**config.mk**
```make
export PLATFORM = sky130hd
export DESIGN_NAME = node_key_hash
export DESIGN_NICKNAME = d
export VERILOG_FILES = /design/src/rtl/nkh_pkg.sv /design/src/rtl/node_key_hash.sv /design/src/rtl/nkh_front.sv /design/src/rtl/nkh_fifo.sv /design/src/rtl/nkh_back.sv
export SDC_FILE = /design/constraint.sdc
export NUM_CORES = 2
export LEC_CHECK = 0
export BUFFER_PORTS_ARGS = -buffer_cell sky130_fd_sc_hd__clkbuf_2
export CORE_MARGIN = 2
export CORE_UTILIZATION = 40
export DETAILED_ROUTE_END_ITERATION = 10
export MAX_ROUTING_LAYER = met4
export SLEW_MARGIN = 20
export SYNTH_ARGS = -nofsm -noshare
export SYNTH_HDL_FRONTEND = slang
export SYNTH_SLANG_ARGS = --single-unit
```
**constraint.sdc**
```tcl
create_clock -name clk -period 18.3 [get_ports clk]
set_clock_uncertainty 0.1 [all_clocks]
set_input_delay 1.83 -clock clk [delete_from_list [all_inputs] [get_ports clk]]
set_output_delay 1.83 -clock clk [all_outputs]
set_load 0.01 [all_outputs]
```
**src/rtl/nkh_pkg.sv**
```systemverilog
// Package: shared types, constants and mix helpers for the node key hash.
`timescale 1ns / 1ps
`default_nettype none

package nkh_pkg;

    // Stream widths
    localparam int S_TDATA_W = 56;   // key_word, byte_count, namespace, zero pad
    localparam int S_TUSER_W = 2;    // mode
    localparam int M_TDATA_W = 32;   // hash_value

    localparam int FIFO_DEPTH_DEF = 2;

    // Hash constants
    localparam logic [31:0] MIX_C1    = 32'hcc9e2d51;
    localparam logic [31:0] MIX_C2    = 32'h1b873593;
    localparam logic [31:0] MIX_ADD   = 32'he6546b64;
    localparam logic [31:0] FIN_M1    = 32'h85ebca6b;
    localparam logic [31:0] FIN_M2    = 32'hc2b2ae35;
    localparam logic [31:0] KNUTH_MUL = 32'd2654435761;

    // Input mode codes
    typedef enum logic [1:0] {
        MODE_NUMERIC = 2'd0,
        MODE_ARRAY   = 2'd1,
        MODE_ABSENT  = 2'd2,
        MODE_UNUSED  = 2'd3
    } mode_t;

    // Command kinds passed from front to back
    typedef enum logic [1:0] {
        CMD_DIRECT = 2'd0,   // finished value, send as is
        CMD_BLOCK  = 2'd1,   // non-last array word
        CMD_LAST   = 2'd2,   // last array word
        CMD_NONE   = 2'd3    // never queued
    } cmd_kind_t;

    typedef struct packed {
        cmd_kind_t   kind;
        logic [31:0] value;     // scrambled word, or the finished hash
        logic [15:0] ns;        // seed used if this starts a key
        logic [2:0]  count;     // bytes on last word, already saturated
    } nkh_cmd_t;

    function automatic logic [31:0] rotl15(input logic [31:0] x);
        rotl15 = {x[16:0], x[31:17]};
    endfunction

    function automatic logic [31:0] rotl13(input logic [31:0] x);
        rotl13 = {x[18:0], x[31:19]};
    endfunction

endpackage

`default_nettype wire

```
**src/rtl/node_key_hash.sv**
```systemverilog
// Top level of the node key hash: front end, command queue and back end.
//
// Usage:
//   Slave stream (s_*) takes one word per handshake. tuser holds the mode:
//   numeric key, byte-array word or absent array. tlast marks the final word
//   of an array key (numeric and absent words are always complete).
//   Master stream (m_*) gives one 32-bit hash per numeric word, per absent
//   word and per array key on its last word. Unused mode 3 is dropped.
// Flow:
//   The front end scrambles each array word with two registered multiplies
//   (numeric words take one, absent words none) and takes no new word until
//   it has pushed the current one into the queue. The back end folds a word
//   into the running hash as it pops it; a last word is length-folded as it
//   is popped, then goes on through the avalanche states B_FM1, B_FM2, B_OUT.
// Reset:
//   rst_n clears all control state and any key in progress; no output valid.
// Stall:
//   m_tvalid holds with m_tdata stable until m_tready. Meanwhile the front
//   end keeps accepting into the queue until it fills, then s_tready drops.
`timescale 1ns / 1ps
`default_nettype none

module node_key_hash #(
    parameter int FIFO_DEPTH = nkh_pkg::FIFO_DEPTH_DEF
) (
    input  wire logic                          clk,
    input  wire logic                          rst_n,
    input  wire logic                          s_tvalid,
    output logic                               s_tready,
    // [31:0] key_word, [34:32] byte_count, [50:35] namespace, [55:51] zero
    input  wire logic [nkh_pkg::S_TDATA_W-1:0] s_tdata,
    input  wire logic                          s_tlast,
    // [1:0] mode
    input  wire logic [nkh_pkg::S_TUSER_W-1:0] s_tuser,
    output logic                               m_tvalid,
    input  wire logic                          m_tready,
    // [31:0] hash_value
    output logic [nkh_pkg::M_TDATA_W-1:0]      m_tdata
);
    import nkh_pkg::*;

    logic     push, pop, full, empty, front_ready;
    nkh_cmd_t push_cmd, head;

    assign s_tready = front_ready;

    nkh_front u_front (
        .clk       (clk),
        .rst_n     (rst_n),
        .in_valid  (s_tvalid),
        .in_ready  (front_ready),
        .in_mode   (s_tuser[1:0]),
        .in_word   (s_tdata[31:0]),
        .in_count  (s_tdata[34:32]),
        .in_last   (s_tlast),
        .in_ns     (s_tdata[50:35]),
        .push      (push),
        .push_cmd  (push_cmd),
        .fifo_full (full)
    );

    nkh_fifo #(
        .DEPTH (FIFO_DEPTH)
    ) u_fifo (
        .clk      (clk),
        .rst_n    (rst_n),
        .push     (push),
        .push_cmd (push_cmd),
        .full     (full),
        .pop      (pop),
        .head     (head),
        .empty    (empty)
    );

    nkh_back u_back (
        .clk       (clk),
        .rst_n     (rst_n),
        .head      (head),
        .empty     (empty),
        .pop       (pop),
        .out_valid (m_tvalid),
        .out_ready (m_tready),
        .out_data  (m_tdata)
    );

endmodule

`default_nettype wire

```
**src/rtl/nkh_front.sv**
```systemverilog
// Front end: takes input words, classifies them and pre-scrambles key data.
`timescale 1ns / 1ps
`default_nettype none

module nkh_front (
    input  wire logic                        clk,
    input  wire logic                        rst_n,
    input  wire logic                        in_valid,
    output logic                             in_ready,
    input  wire logic [1:0]                  in_mode,
    input  wire logic [31:0]                 in_word,
    input  wire logic [2:0]                  in_count,
    input  wire logic                        in_last,
    input  wire logic [15:0]                 in_ns,
    output logic                             push,
    output nkh_pkg::nkh_cmd_t                push_cmd,
    input  wire logic                        fifo_full
);
    import nkh_pkg::*;

    typedef enum logic [3:0] {
        F_IDLE = 4'b0001,
        F_MUL1 = 4'b0010,
        F_MUL2 = 4'b0100,
        F_PUSH = 4'b1000
    } fstate_t;

    fstate_t     state_reg, state_next;
    cmd_kind_t   kind_reg, kind_next;
    logic        num_reg, num_next;
    logic [31:0] val_reg, val_next;
    logic [15:0] ns_reg, ns_next;
    logic [2:0]  count_reg, count_next;

    logic [2:0]  cnt_sat;
    logic [31:0] masked;
    mode_t       mode;

    assign mode     = mode_t'(in_mode);
    assign in_ready = (state_reg == F_IDLE);
    assign push     = (state_reg == F_PUSH) && !fifo_full;
    assign push_cmd = '{kind: kind_reg, value: val_reg, ns: ns_reg, count: count_reg};

    // Saturate the tail count and mask off the bytes past it
    always_comb
    begin
        cnt_sat = (in_count > 3'd4) ? 3'd4 : in_count;
        case (cnt_sat)
            3'd1:    masked = {24'h0, in_word[7:0]};
            3'd2:    masked = {16'h0, in_word[15:0]};
            3'd3:    masked = {8'h0, in_word[23:0]};
            default: masked = in_word;
        endcase
    end

    always_comb
    begin
        state_next = state_reg;
        kind_next  = kind_reg;
        num_next   = num_reg;
        val_next   = val_reg;
        ns_next    = ns_reg;
        count_next = count_reg;
        unique case (state_reg)
            F_IDLE:
            begin
                if (in_valid)
                begin
                    ns_next    = in_ns;
                    count_next = cnt_sat;
                    unique case (mode)
                        MODE_NUMERIC:
                        begin
                            kind_next  = CMD_DIRECT;
                            num_next   = 1'b1;
                            val_next   = in_word + {16'h0, in_ns};
                            state_next = F_MUL1;
                        end
                        MODE_ARRAY:
                        begin
                            kind_next  = in_last ? CMD_LAST : CMD_BLOCK;
                            num_next   = 1'b0;
                            val_next   = in_last ? masked : in_word;
                            state_next = F_MUL1;
                        end
                        MODE_ABSENT:
                        begin
                            kind_next  = CMD_DIRECT;
                            num_next   = 1'b0;
                            val_next   = '0;
                            state_next = F_PUSH;
                        end
                        default: state_next = F_IDLE;   // unused mode: dropped
                    endcase
                end
            end
            F_MUL1:
            begin
                val_next   = val_reg * (num_reg ? KNUTH_MUL : MIX_C1);
                state_next = num_reg ? F_PUSH : F_MUL2;
            end
            F_MUL2:
            begin
                val_next   = rotl15(val_reg) * MIX_C2;
                state_next = F_PUSH;
            end
            F_PUSH:
            begin
                if (!fifo_full)
                    state_next = F_IDLE;
            end
            default: state_next = F_IDLE;
        endcase
    end

    always_ff @(posedge clk or negedge rst_n)
    begin
        if (!rst_n)
            state_reg <= F_IDLE;
        else
            state_reg <= state_next;
    end

    always_ff @(posedge clk)
    begin
        kind_reg  <= kind_next;
        num_reg   <= num_next;
        val_reg   <= val_next;
        ns_reg    <= ns_next;
        count_reg <= count_next;
    end

    // Numeric items skip the second multiply
    a_num_skip: assert property (@(posedge clk) disable iff (!rst_n)
        (state_reg == F_MUL1 && num_reg) |=> (state_reg == F_PUSH))
        else $error("numeric item did not go straight to push");

    a_push_kind: assert property (@(posedge clk) disable iff (!rst_n)
        push |-> (push_cmd.kind != CMD_NONE))
        else $error("pushed command with no kind");

    a_mul2_next: assert property (@(posedge clk) disable iff (!rst_n)
        (state_reg == F_MUL2) |=> (state_reg == F_PUSH))
        else $error("second multiply not followed by push");

endmodule

`default_nettype wire

```
**src/rtl/nkh_fifo.sv**
```systemverilog
// Command queue between the front end and the hash back end.
`timescale 1ns / 1ps
`default_nettype none

module nkh_fifo #(
    parameter int DEPTH = nkh_pkg::FIFO_DEPTH_DEF
) (
    input  wire logic                 clk,
    input  wire logic                 rst_n,
    input  wire logic                 push,
    input  wire nkh_pkg::nkh_cmd_t    push_cmd,
    output logic                      full,
    input  wire logic                 pop,
    output nkh_pkg::nkh_cmd_t         head,
    output logic                      empty
);
    import nkh_pkg::*;

    localparam int PW = (DEPTH > 1) ? $clog2(DEPTH) : 1;
    localparam int CW = $clog2(DEPTH + 1);
    localparam logic [PW-1:0] LAST_PTR = PW'(DEPTH - 1);
    localparam logic [CW-1:0] FULL_CNT = CW'(DEPTH);

    nkh_cmd_t      slot_reg [DEPTH];
    logic [PW-1:0] wr_ptr_reg, rd_ptr_reg;
    logic [CW-1:0] cnt_reg;

    assign full  = (cnt_reg == FULL_CNT);
    assign empty = (cnt_reg == '0);
    assign head  = slot_reg[rd_ptr_reg];

    always_ff @(posedge clk)
    begin
        if (push)
            slot_reg[wr_ptr_reg] <= push_cmd;
    end

    always_ff @(posedge clk or negedge rst_n)
    begin
        if (!rst_n)
        begin
            wr_ptr_reg <= '0;
            rd_ptr_reg <= '0;
            cnt_reg    <= '0;
        end
        else
        begin
            if (push)
                wr_ptr_reg <= (wr_ptr_reg == LAST_PTR) ? '0 : wr_ptr_reg + 1'b1;
            if (pop)
                rd_ptr_reg <= (rd_ptr_reg == LAST_PTR) ? '0 : rd_ptr_reg + 1'b1;
            if (push && !pop)
                cnt_reg <= cnt_reg + 1'b1;
            else if (pop && !push)
                cnt_reg <= cnt_reg - 1'b1;
        end
    end

    a_no_overflow: assert property (@(posedge clk) disable iff (!rst_n)
        push |-> !full)
        else $error("push into full queue");

    a_no_underflow: assert property (@(posedge clk) disable iff (!rst_n)
        pop |-> !empty)
        else $error("pop from empty queue");

    a_cnt_bound: assert property (@(posedge clk) disable iff (!rst_n)
        cnt_reg <= FULL_CNT)
        else $error("queue count out of range");

endmodule

`default_nettype wire

```
**src/rtl/nkh_back.sv**
```systemverilog
// Back end: running hash, length fold, final avalanche and output register.
`timescale 1ns / 1ps
`default_nettype none

module nkh_back (
    input  wire logic                 clk,
    input  wire logic                 rst_n,
    input  wire nkh_pkg::nkh_cmd_t    head,
    input  wire logic                 empty,
    output logic                      pop,
    output logic                      out_valid,
    input  wire logic                 out_ready,
    output logic [31:0]               out_data
);
    import nkh_pkg::*;

    typedef enum logic [3:0] {
        B_IDLE = 4'b0001,
        B_FM1  = 4'b0010,
        B_FM2  = 4'b0100,
        B_OUT  = 4'b1000
    } bstate_t;

    bstate_t     state_reg, state_next;
    logic [31:0] hash_reg, hash_next;
    logic [31:0] len_reg, len_next;
    logic        in_key_reg, in_key_next;
    logic [31:0] acc_reg, acc_next;
    logic        oval_reg, oval_next;
    logic [31:0] odata_reg, odata_next;

    logic        out_free;
    logic [31:0] h0, l0, bmix, h1, l1, fold;

    assign out_free  = !oval_reg || out_ready;
    assign out_valid = oval_reg;
    assign out_data  = odata_reg;

    // Seed with the namespace on the first word of a key
    always_comb
    begin
        h0   = in_key_reg ? hash_reg : {16'h0, head.ns};
        l0   = in_key_reg ? len_reg : 32'h0;
        bmix = (rotl13(h0 ^ head.value) << 2) + rotl13(h0 ^ head.value) + MIX_ADD;
        case (head.count)
            3'd4:    h1 = bmix;
            3'd0:    h1 = h0;
            default: h1 = h0 ^ head.value;
        endcase
        l1   = l0 + {29'h0, head.count};
        fold = h1 ^ l1;
    end

    always_comb
    begin
        state_next  = state_reg;
        hash_next   = hash_reg;
        len_next    = len_reg;
        in_key_next = in_key_reg;
        acc_next    = acc_reg;
        oval_next   = oval_reg && !out_ready;
        odata_next  = odata_reg;
        pop         = 1'b0;
        unique case (state_reg)
            B_IDLE:
            begin
                if (!empty)
                begin
                    case (head.kind)
                        CMD_DIRECT:
                        begin
                            if (out_free)
                            begin
                                pop         = 1'b1;
                                oval_next   = 1'b1;
                                odata_next  = head.value;
                                hash_next   = '0;
                                len_next    = '0;
                                in_key_next = 1'b0;
                            end
                        end
                        CMD_BLOCK:
                        begin
                            pop         = 1'b1;
                            hash_next   = bmix;
                            len_next    = l0 + 32'd4;
                            in_key_next = 1'b1;
                        end
                        CMD_LAST:
                        begin
                            pop         = 1'b1;
                            acc_next    = fold ^ (fold >> 16);
                            hash_next   = '0;
                            len_next    = '0;
                            in_key_next = 1'b0;
                            state_next  = B_FM1;
                        end
                        default: pop = 1'b1;   // never queued; drain it
                    endcase
                end
            end
            B_FM1:
            begin
                acc_next   = acc_reg * FIN_M1;
                state_next = B_FM2;
            end
            B_FM2:
            begin
                acc_next   = (acc_reg ^ (acc_reg >> 13)) * FIN_M2;
                state_next = B_OUT;
            end
            B_OUT:
            begin
                if (out_free)
                begin
                    oval_next  = 1'b1;
                    odata_next = acc_reg ^ (acc_reg >> 16);
                    state_next = B_IDLE;
                end
            end
            default: state_next = B_IDLE;
        endcase
    end

    always_ff @(posedge clk or negedge rst_n)
    begin
        if (!rst_n)
        begin
            state_reg  <= B_IDLE;
            hash_reg   <= '0;
            len_reg    <= '0;
            in_key_reg <= 1'b0;
            oval_reg   <= 1'b0;
        end
        else
        begin
            state_reg  <= state_next;
            hash_reg   <= hash_next;
            len_reg    <= len_next;
            in_key_reg <= in_key_next;
            oval_reg   <= oval_next;
        end
    end

    always_ff @(posedge clk)
    begin
        acc_reg   <= acc_next;
        odata_reg <= odata_next;
    end

    a_pop_idle: assert property (@(posedge clk) disable iff (!rst_n)
        pop |-> (state_reg == B_IDLE))
        else $error("queue popped while finishing a hash");

    a_last_clears: assert property (@(posedge clk) disable iff (!rst_n)
        (pop && head.kind == CMD_LAST) |=> (!in_key_reg && state_reg == B_FM1))
        else $error("last word did not close the key");

    a_fm_chain: assert property (@(posedge clk) disable iff (!rst_n)
        (state_reg == B_FM1) |=> (state_reg == B_FM2))
        else $error("avalanche steps out of order");

endmodule

`default_nettype wire

```
Yosys cells after proc, flatten, opt, wreduce, memory -nomap -nowiden:

Memory sizes are Yosys's and may differ from the RTL's.
Cells that the tools add are included.

* equality and inequality tests: 26
* add/subtract/negate cells: 9
* multiplexer cells: 49
* magnitude comparators: 1
* multipliers: 4
* reduce and logical (&&, ||, !) cells: 33
* bitwise gates (word level): 6

Operators by type and width (number)
* 32-bit one-hot mux with 3 select lines: 6
* 32-bit 2-to-1 mux: 11
* 32-bit one-hot mux with 2 select lines: 2
* 32-bit by 16-bit bitwise XOR with 32-bit output: 2
* 32-bit bitwise XOR: 2
* 32-bit by 16-bit adder with 32-bit output: 1
* 32-bit by 3-bit adder with 32-bit output: 1
* 32-bit by 3-bit adder with 32-bit output (second input constant): 1
* 32-bit adder: 1
* 32-bit adder (second input constant): 1
* 32-bit by 29-bit multiplier with 32-bit output (second input constant): 1
* 32-bit by 31-bit multiplier with 32-bit output (second input constant): 1
* 32-bit by 32-bit multiplier with 32-bit output: 1
* 32-bit by 32-bit multiplier with 32-bit output (second input constant): 1
* 4-bit one-hot mux with 4 select lines: 2
* 32-bit by 19-bit bitwise XOR with 32-bit output: 1
* 31-bit 2-to-1 mux: 1
* 4-bit 2-to-1 mux: 6
* 3-bit AND reduction: 5
* 1-bit 2-to-1 mux: 12
* 2-bit inequality test (second input constant): 5
* 3-bit nonzero test: 3
* 4-bit by 1-bit == test with 1-bit output (second input constant): 2
* 4-bit by 2-bit == test with 1-bit output (second input constant): 2
* 30 further kinds: 57

* memories kept: 1
* input port bits: 63
* output and inout port bits: 34
* flip-flop bits (word level): 196
* RAM bits: 106

Memory list
* u_fifo.slot_reg: words 2, bits a word 53, rd ports 1, clocked after memory_dff 0, write ports 1, RTL line nkh_fifo.sv:24 `nkh_cmd_t slot_reg [DEPTH];`

Depth between registers and ports, before layout:

An unclocked memory read counts as a cell.

* depth after elaboration: 11
* mapped depth: 30
* depth with buffers taken out: 27

Cells and area by module:

From an unflattened synthesis, not the netlist that was laid out.

* cells, all modules: 5626
* area total of the unflattened synthesis: 55294.3 um^2

Modules (own cells, without submodules)
* nkh_back: times used 1, cells an instance 3026, sequential area each 3674.8 um^2, area an instance 28074.4 um^2
* nkh_front: times used 1, cells an instance 2419, sequential area each 1722.9 um^2, area an instance 22958.3 um^2
* nkh_fifo: times used 1, cells an instance 181, sequential area each 3283.1 um^2, area an instance 4261.6 um^2

Worst setup path before layout:

No wires, ideal clock.

* path type: reg-to-reg
* start point: register u_front.num_reg
* end point: register u_front.val_reg[31] (data pin)
* path buffers: 4
* setup slack: 10.798 ns
* stages on the path, launching flop included: 25
* period minus slack after synthesis: 7.502 ns
* data arrival time: 7.126 ns
* path through: edfxtp_1 clkbuf_1 clkbuf_1 clkbuf_1 buf_1 nor2_1 ha_1 fa_1 inv_1 fa_1 fa_1 fa_1 inv_1 fa_1 fa_1 inv_1 fa_1 inv_1 ha_1 a2111o_1 and3_1 a2111oi_2 o21ai_0 a31oi_1 o221ai_1

* cells in the longest elaborated chain, start to end: 3

RTL lines
* start, declared: RTL line nkh_front.sv:30 `logic num_reg, num_next;`
* start signal, assigned: RTL line nkh_front.sv:127 `num_reg <= num_next;`
* 31-bit 2-to-1 mux: RTL line nkh_front.sv:99 `val_next = val_reg * (num_reg ? KNUTH_MUL : MIX_C1);`
* 32-bit by 32-bit multiplier with 32-bit output: RTL line nkh_front.sv:99
* 32-bit one-hot mux with 3 select lines: RTL line nkh_front.sv:64 `unique case (state_reg)`
* named net u_front.val_next[31]: RTL line nkh_front.sv:31 `logic [31:0] val_reg, val_next;`
* end signal, assigned: RTL line nkh_front.sv:128 `val_reg <= val_next;`
* end, declared: RTL line nkh_front.sv:31

The timed path passes the listed nets, and every way through them passes these cells.
A chain may end at the register's enable or synchronous reset.

Final worst setup path:

* start point: register u_back.acc_reg[7]
* end point: register u_back.acc_reg[30] (data pin)

* cells in the longest elaborated chain, start to end: 3
* elaborated cells between the ends (all ways): 4
* those cells by class: mul (2); mux (1); bitwise (1)

RTL lines
* start, declared: RTL line nkh_back.sv:28 `logic [31:0] acc_reg, acc_next;`
* start signal, assigned: RTL line nkh_back.sv:147 `acc_reg <= acc_next;`
* 32-bit by 19-bit bitwise XOR with 32-bit output: RTL line nkh_back.sv:109 `acc_next = (acc_reg ^ (acc_reg >> 13)) * FIN_M2;`
* 32-bit by 31-bit multiplier with 32-bit output: RTL line nkh_back.sv:109
* 32-bit one-hot mux with 3 select lines (*): RTL line nkh_back.sv:64 `unique case (state_reg)`
* named net u_back.acc_next[30]: RTL line nkh_back.sv:28

The timed path passes the listed nets; every way through them passes the cells marked *.

==> reports/metrics.yaml <==
status: "finished clean"
core-area_mm2: 0.136
slew_headroom_pct: 14.7
ant_nets: 0
highest_layer: "met4"
cts_resized: 0
synthArstFlopShare_pct: 25.8
largest_register_ffs: 106
crit_type: "reg2reg"
die_area_mm2: 0.140
num-fill-cells: 13200
wl_met3_um: 8450
initial_core_util_pct: 40.4
end_kind: "register"
synth_area_mm2: 0.0549
cts.htree.levels: 1
layout-drive-gt1-share_pct: 4.61
gp_congestion: 0.980
wl_um: 166000
wire_per_inst_um: 22.1
ys_seq_area_share_pct: 15.8
cp_max_fo: 7
rsz0062_at_grt: "no"
fin_nets: 7396
synth_warnings: 0
dp_hpwl_um: 139000
wl_met1_um: 72900
cts_tree: "done"
wl_met2_um: 76900
holdBufCountCts: 0
synthXorXnorAreaFrac_pct: 6.81
root_buffer: "clkbuf_16"
muxShareOfSynthArea_pct: 1.23
tritoncts.num_buffers: 31
postCtsSetupBuffers: 0
required_ns: 18.53
clkTransAtPathRegs_ns: 0.07
synth_seq_cells: 302
grt_pass1_wl_um: 253000
min_period_ns: 8.53
max_freq_ghz: 0.117
io_pins: 97
synth_edf_count: 224
grt_pass1_vias: 40700
clock_sinks: 302
synth-simple-area-share_pct: 6.89
cp.arrival_ns: 8.75
detail_route.first_pass.iterations: 6
drc_errors: 0
grt_usage_pct: 24.7
syn2layout_area_growth_pct: 7.03
num_rows: 135
ys_types: 93
clk_latency_ns: 0.62
port-buffer-count: 91
viasPerCell: 5.19
syn-instance-count: 5627
grt_max_degree: 71
drtIter0Drc: 2661
worstMarginPinSlew_ns: 1.24
die_h_um: 374
hold_viol: 0
ctsLongestPathBuffers: 3
ys.flop_type: "edfxtp_1"
overflow: 0
antenna_found_initial: 8
hp-class: "reg2reg"
start_kind: "register"
drv_slew: 0
drv_cap: 0
vias: 38900
synth_compound_area_share_pct: 9.45
die_w_um: 374
synth_top_family_by_area: "adder cells"
synthAdderAreaFrac_pct: 48.6
setup-tns-final_ns: 0
syn_area_per_cell_um2: 9.75
period_share_pct: 46.6
setup-violations-final: 0
[final timing paths]
path,from,endpoint,cells past startpoint,slack [ns]
min reg2reg,u_front.ns_reg[10],u_fifo.slot_reg[1][13],0,0.34
max in group asynchronous,rst_n,u_back.in_key_reg,3,16.21
min,u_front.ns_reg[10],u_fifo.slot_reg[1][13],0,0.34
max reg2reg,u_back.acc_reg[7],u_back.acc_reg[30],24,9.77
max,u_back.acc_reg[7],u_back.acc_reg[30],24,9.77
min in group asynchronous,rst_n,u_front.state_reg[3],1,0.94
[critical path, cell delays in order (launching register included)]
cell       delay, ns
edfxtp_1        0.75
xor2_1          0.93
ha_1            0.46
ha_1            0.32
fa_1            0.48
inv_1           0.05
fa_1            0.50
inv_1           0.05
ha_1            0.27
ha_1            0.28
inv_1           0.05
fa_1            0.47
inv_1           0.06
fa_1            0.45
ha_1            0.38
a21o_1          0.19
a21o_1          0.21
a2111oi_0       0.46
a21oi_1         0.23
a31oi_1         0.38
o21ai_0         0.27
a41oi_1         0.37
nor3b_1         0.09
o31ai_1         0.31
o211ai_1        0.14
[kinds of logic after synthesis]
logic type      Yosys count
compound gates          786
xor+xnor                417
fa+ha+maj              1637
buf+inv                1628
flops                   302
mux                      66
other cells               1
simple gates            790
[synth_stat cells (15+ instances only)]
cell / count / area (um^2)
a211oi_1: 25 / 188
edfxtp_1: 224 / 6730
nand4_1: 20 / 125
o31ai_1: 19 / 143
o21a_1: 32 / 240
and2_1: 33 / 206
nor2_1: 210 / 788
a22oi_1: 44 / 330
clkbuf_1: 92 / 345
a22o_1: 27 / 236
nand2b_1: 57 / 357
buf_2: 19 / 95.1
xnor2_1: 284 / 2490
ha_1: 815 / 10200
fa_1: 822 / 16500
dfrtp_1: 76 / 1900
a21oi_1: 197 / 986
inv_1: 1503 / 5640
o211ai_1: 20 / 150
o21bai_1: 16 / 120
o221ai_1: 15 / 131
xor2_1: 127 / 1110
nand3_1: 66 / 330
o21ai_0: 190 / 951
or3_1: 15 / 93.8
a21o_1: 73 / 548
nor2b_1: 20 / 125
mux2i_1: 62 / 621
nor3_1: 49 / 245
and3_1: 26 / 163
nand2_1: 233 / 875
[per-layer routing]
layer	GRT usage, %	vias up
li1	-	18000
met5	-	-
met3	2.24	304
met2	39.0	1207
met4	9.27	0
met1	32.9	19400
[cell type report]
class                   count  area [um^2]  share of cell area (%)
flip-flops and latches    302         8690                    14.8
well taps                1781         2230                    3.79
clock buffers              38          812                    1.38
multi-input cells        3702        40100                    68.3
repair buffers            156          986                    1.68
diodes                      3         7.51                  0.0128
clock inverters            20          241                   0.411
inverters                1503         5640                    9.61
[cells in the final DEF (no fill, tap or decap), types with 16 or more instances in the layout]
cell	instances
a211oi_1	25
a21o_1	73
a21oi_1	195
a22o_1	27
a22oi_1	44
and2_1	32
and3_1	26
buf_4	64
clkbuf_16	31
clkbuf_2	90
dfrtp_1	74
edfxtp_1	224
fa_1	822
ha_1	815
inv_1	1503
mux2i_1	61
nand2_1	232
nand2b_1	57
nand3_1	66
nand4_1	20
nor2_1	208
nor2b_1	20
nor3_1	49
o211ai_1	20
o21a_1	32
o21ai_0	189
o21bai_1	16
o31ai_1	19
xnor2_1	284
xor2_1	126
[per-stage QoR]
step	utilization, %	area [um^2]	instances	worst slack, ns	hold WS, ns
3_5_place_dp	42.4	57600	7442	9.94	0.334
2_1_floorplan	-	54900	5632	10.80	0.321
4_1_cts	43.2	58700	7500	9.88	0.344
3_3_place_gp	42.4	57600	7442	9.91	0.322
6_report	43.2	58700	7505	9.77	0.342
5_1_grt	43.2	58700	7505	9.46	0.356
Power is not shown: default switching activity piles up to over one toggle a cycle in this logic, so the estimate is an artifact.
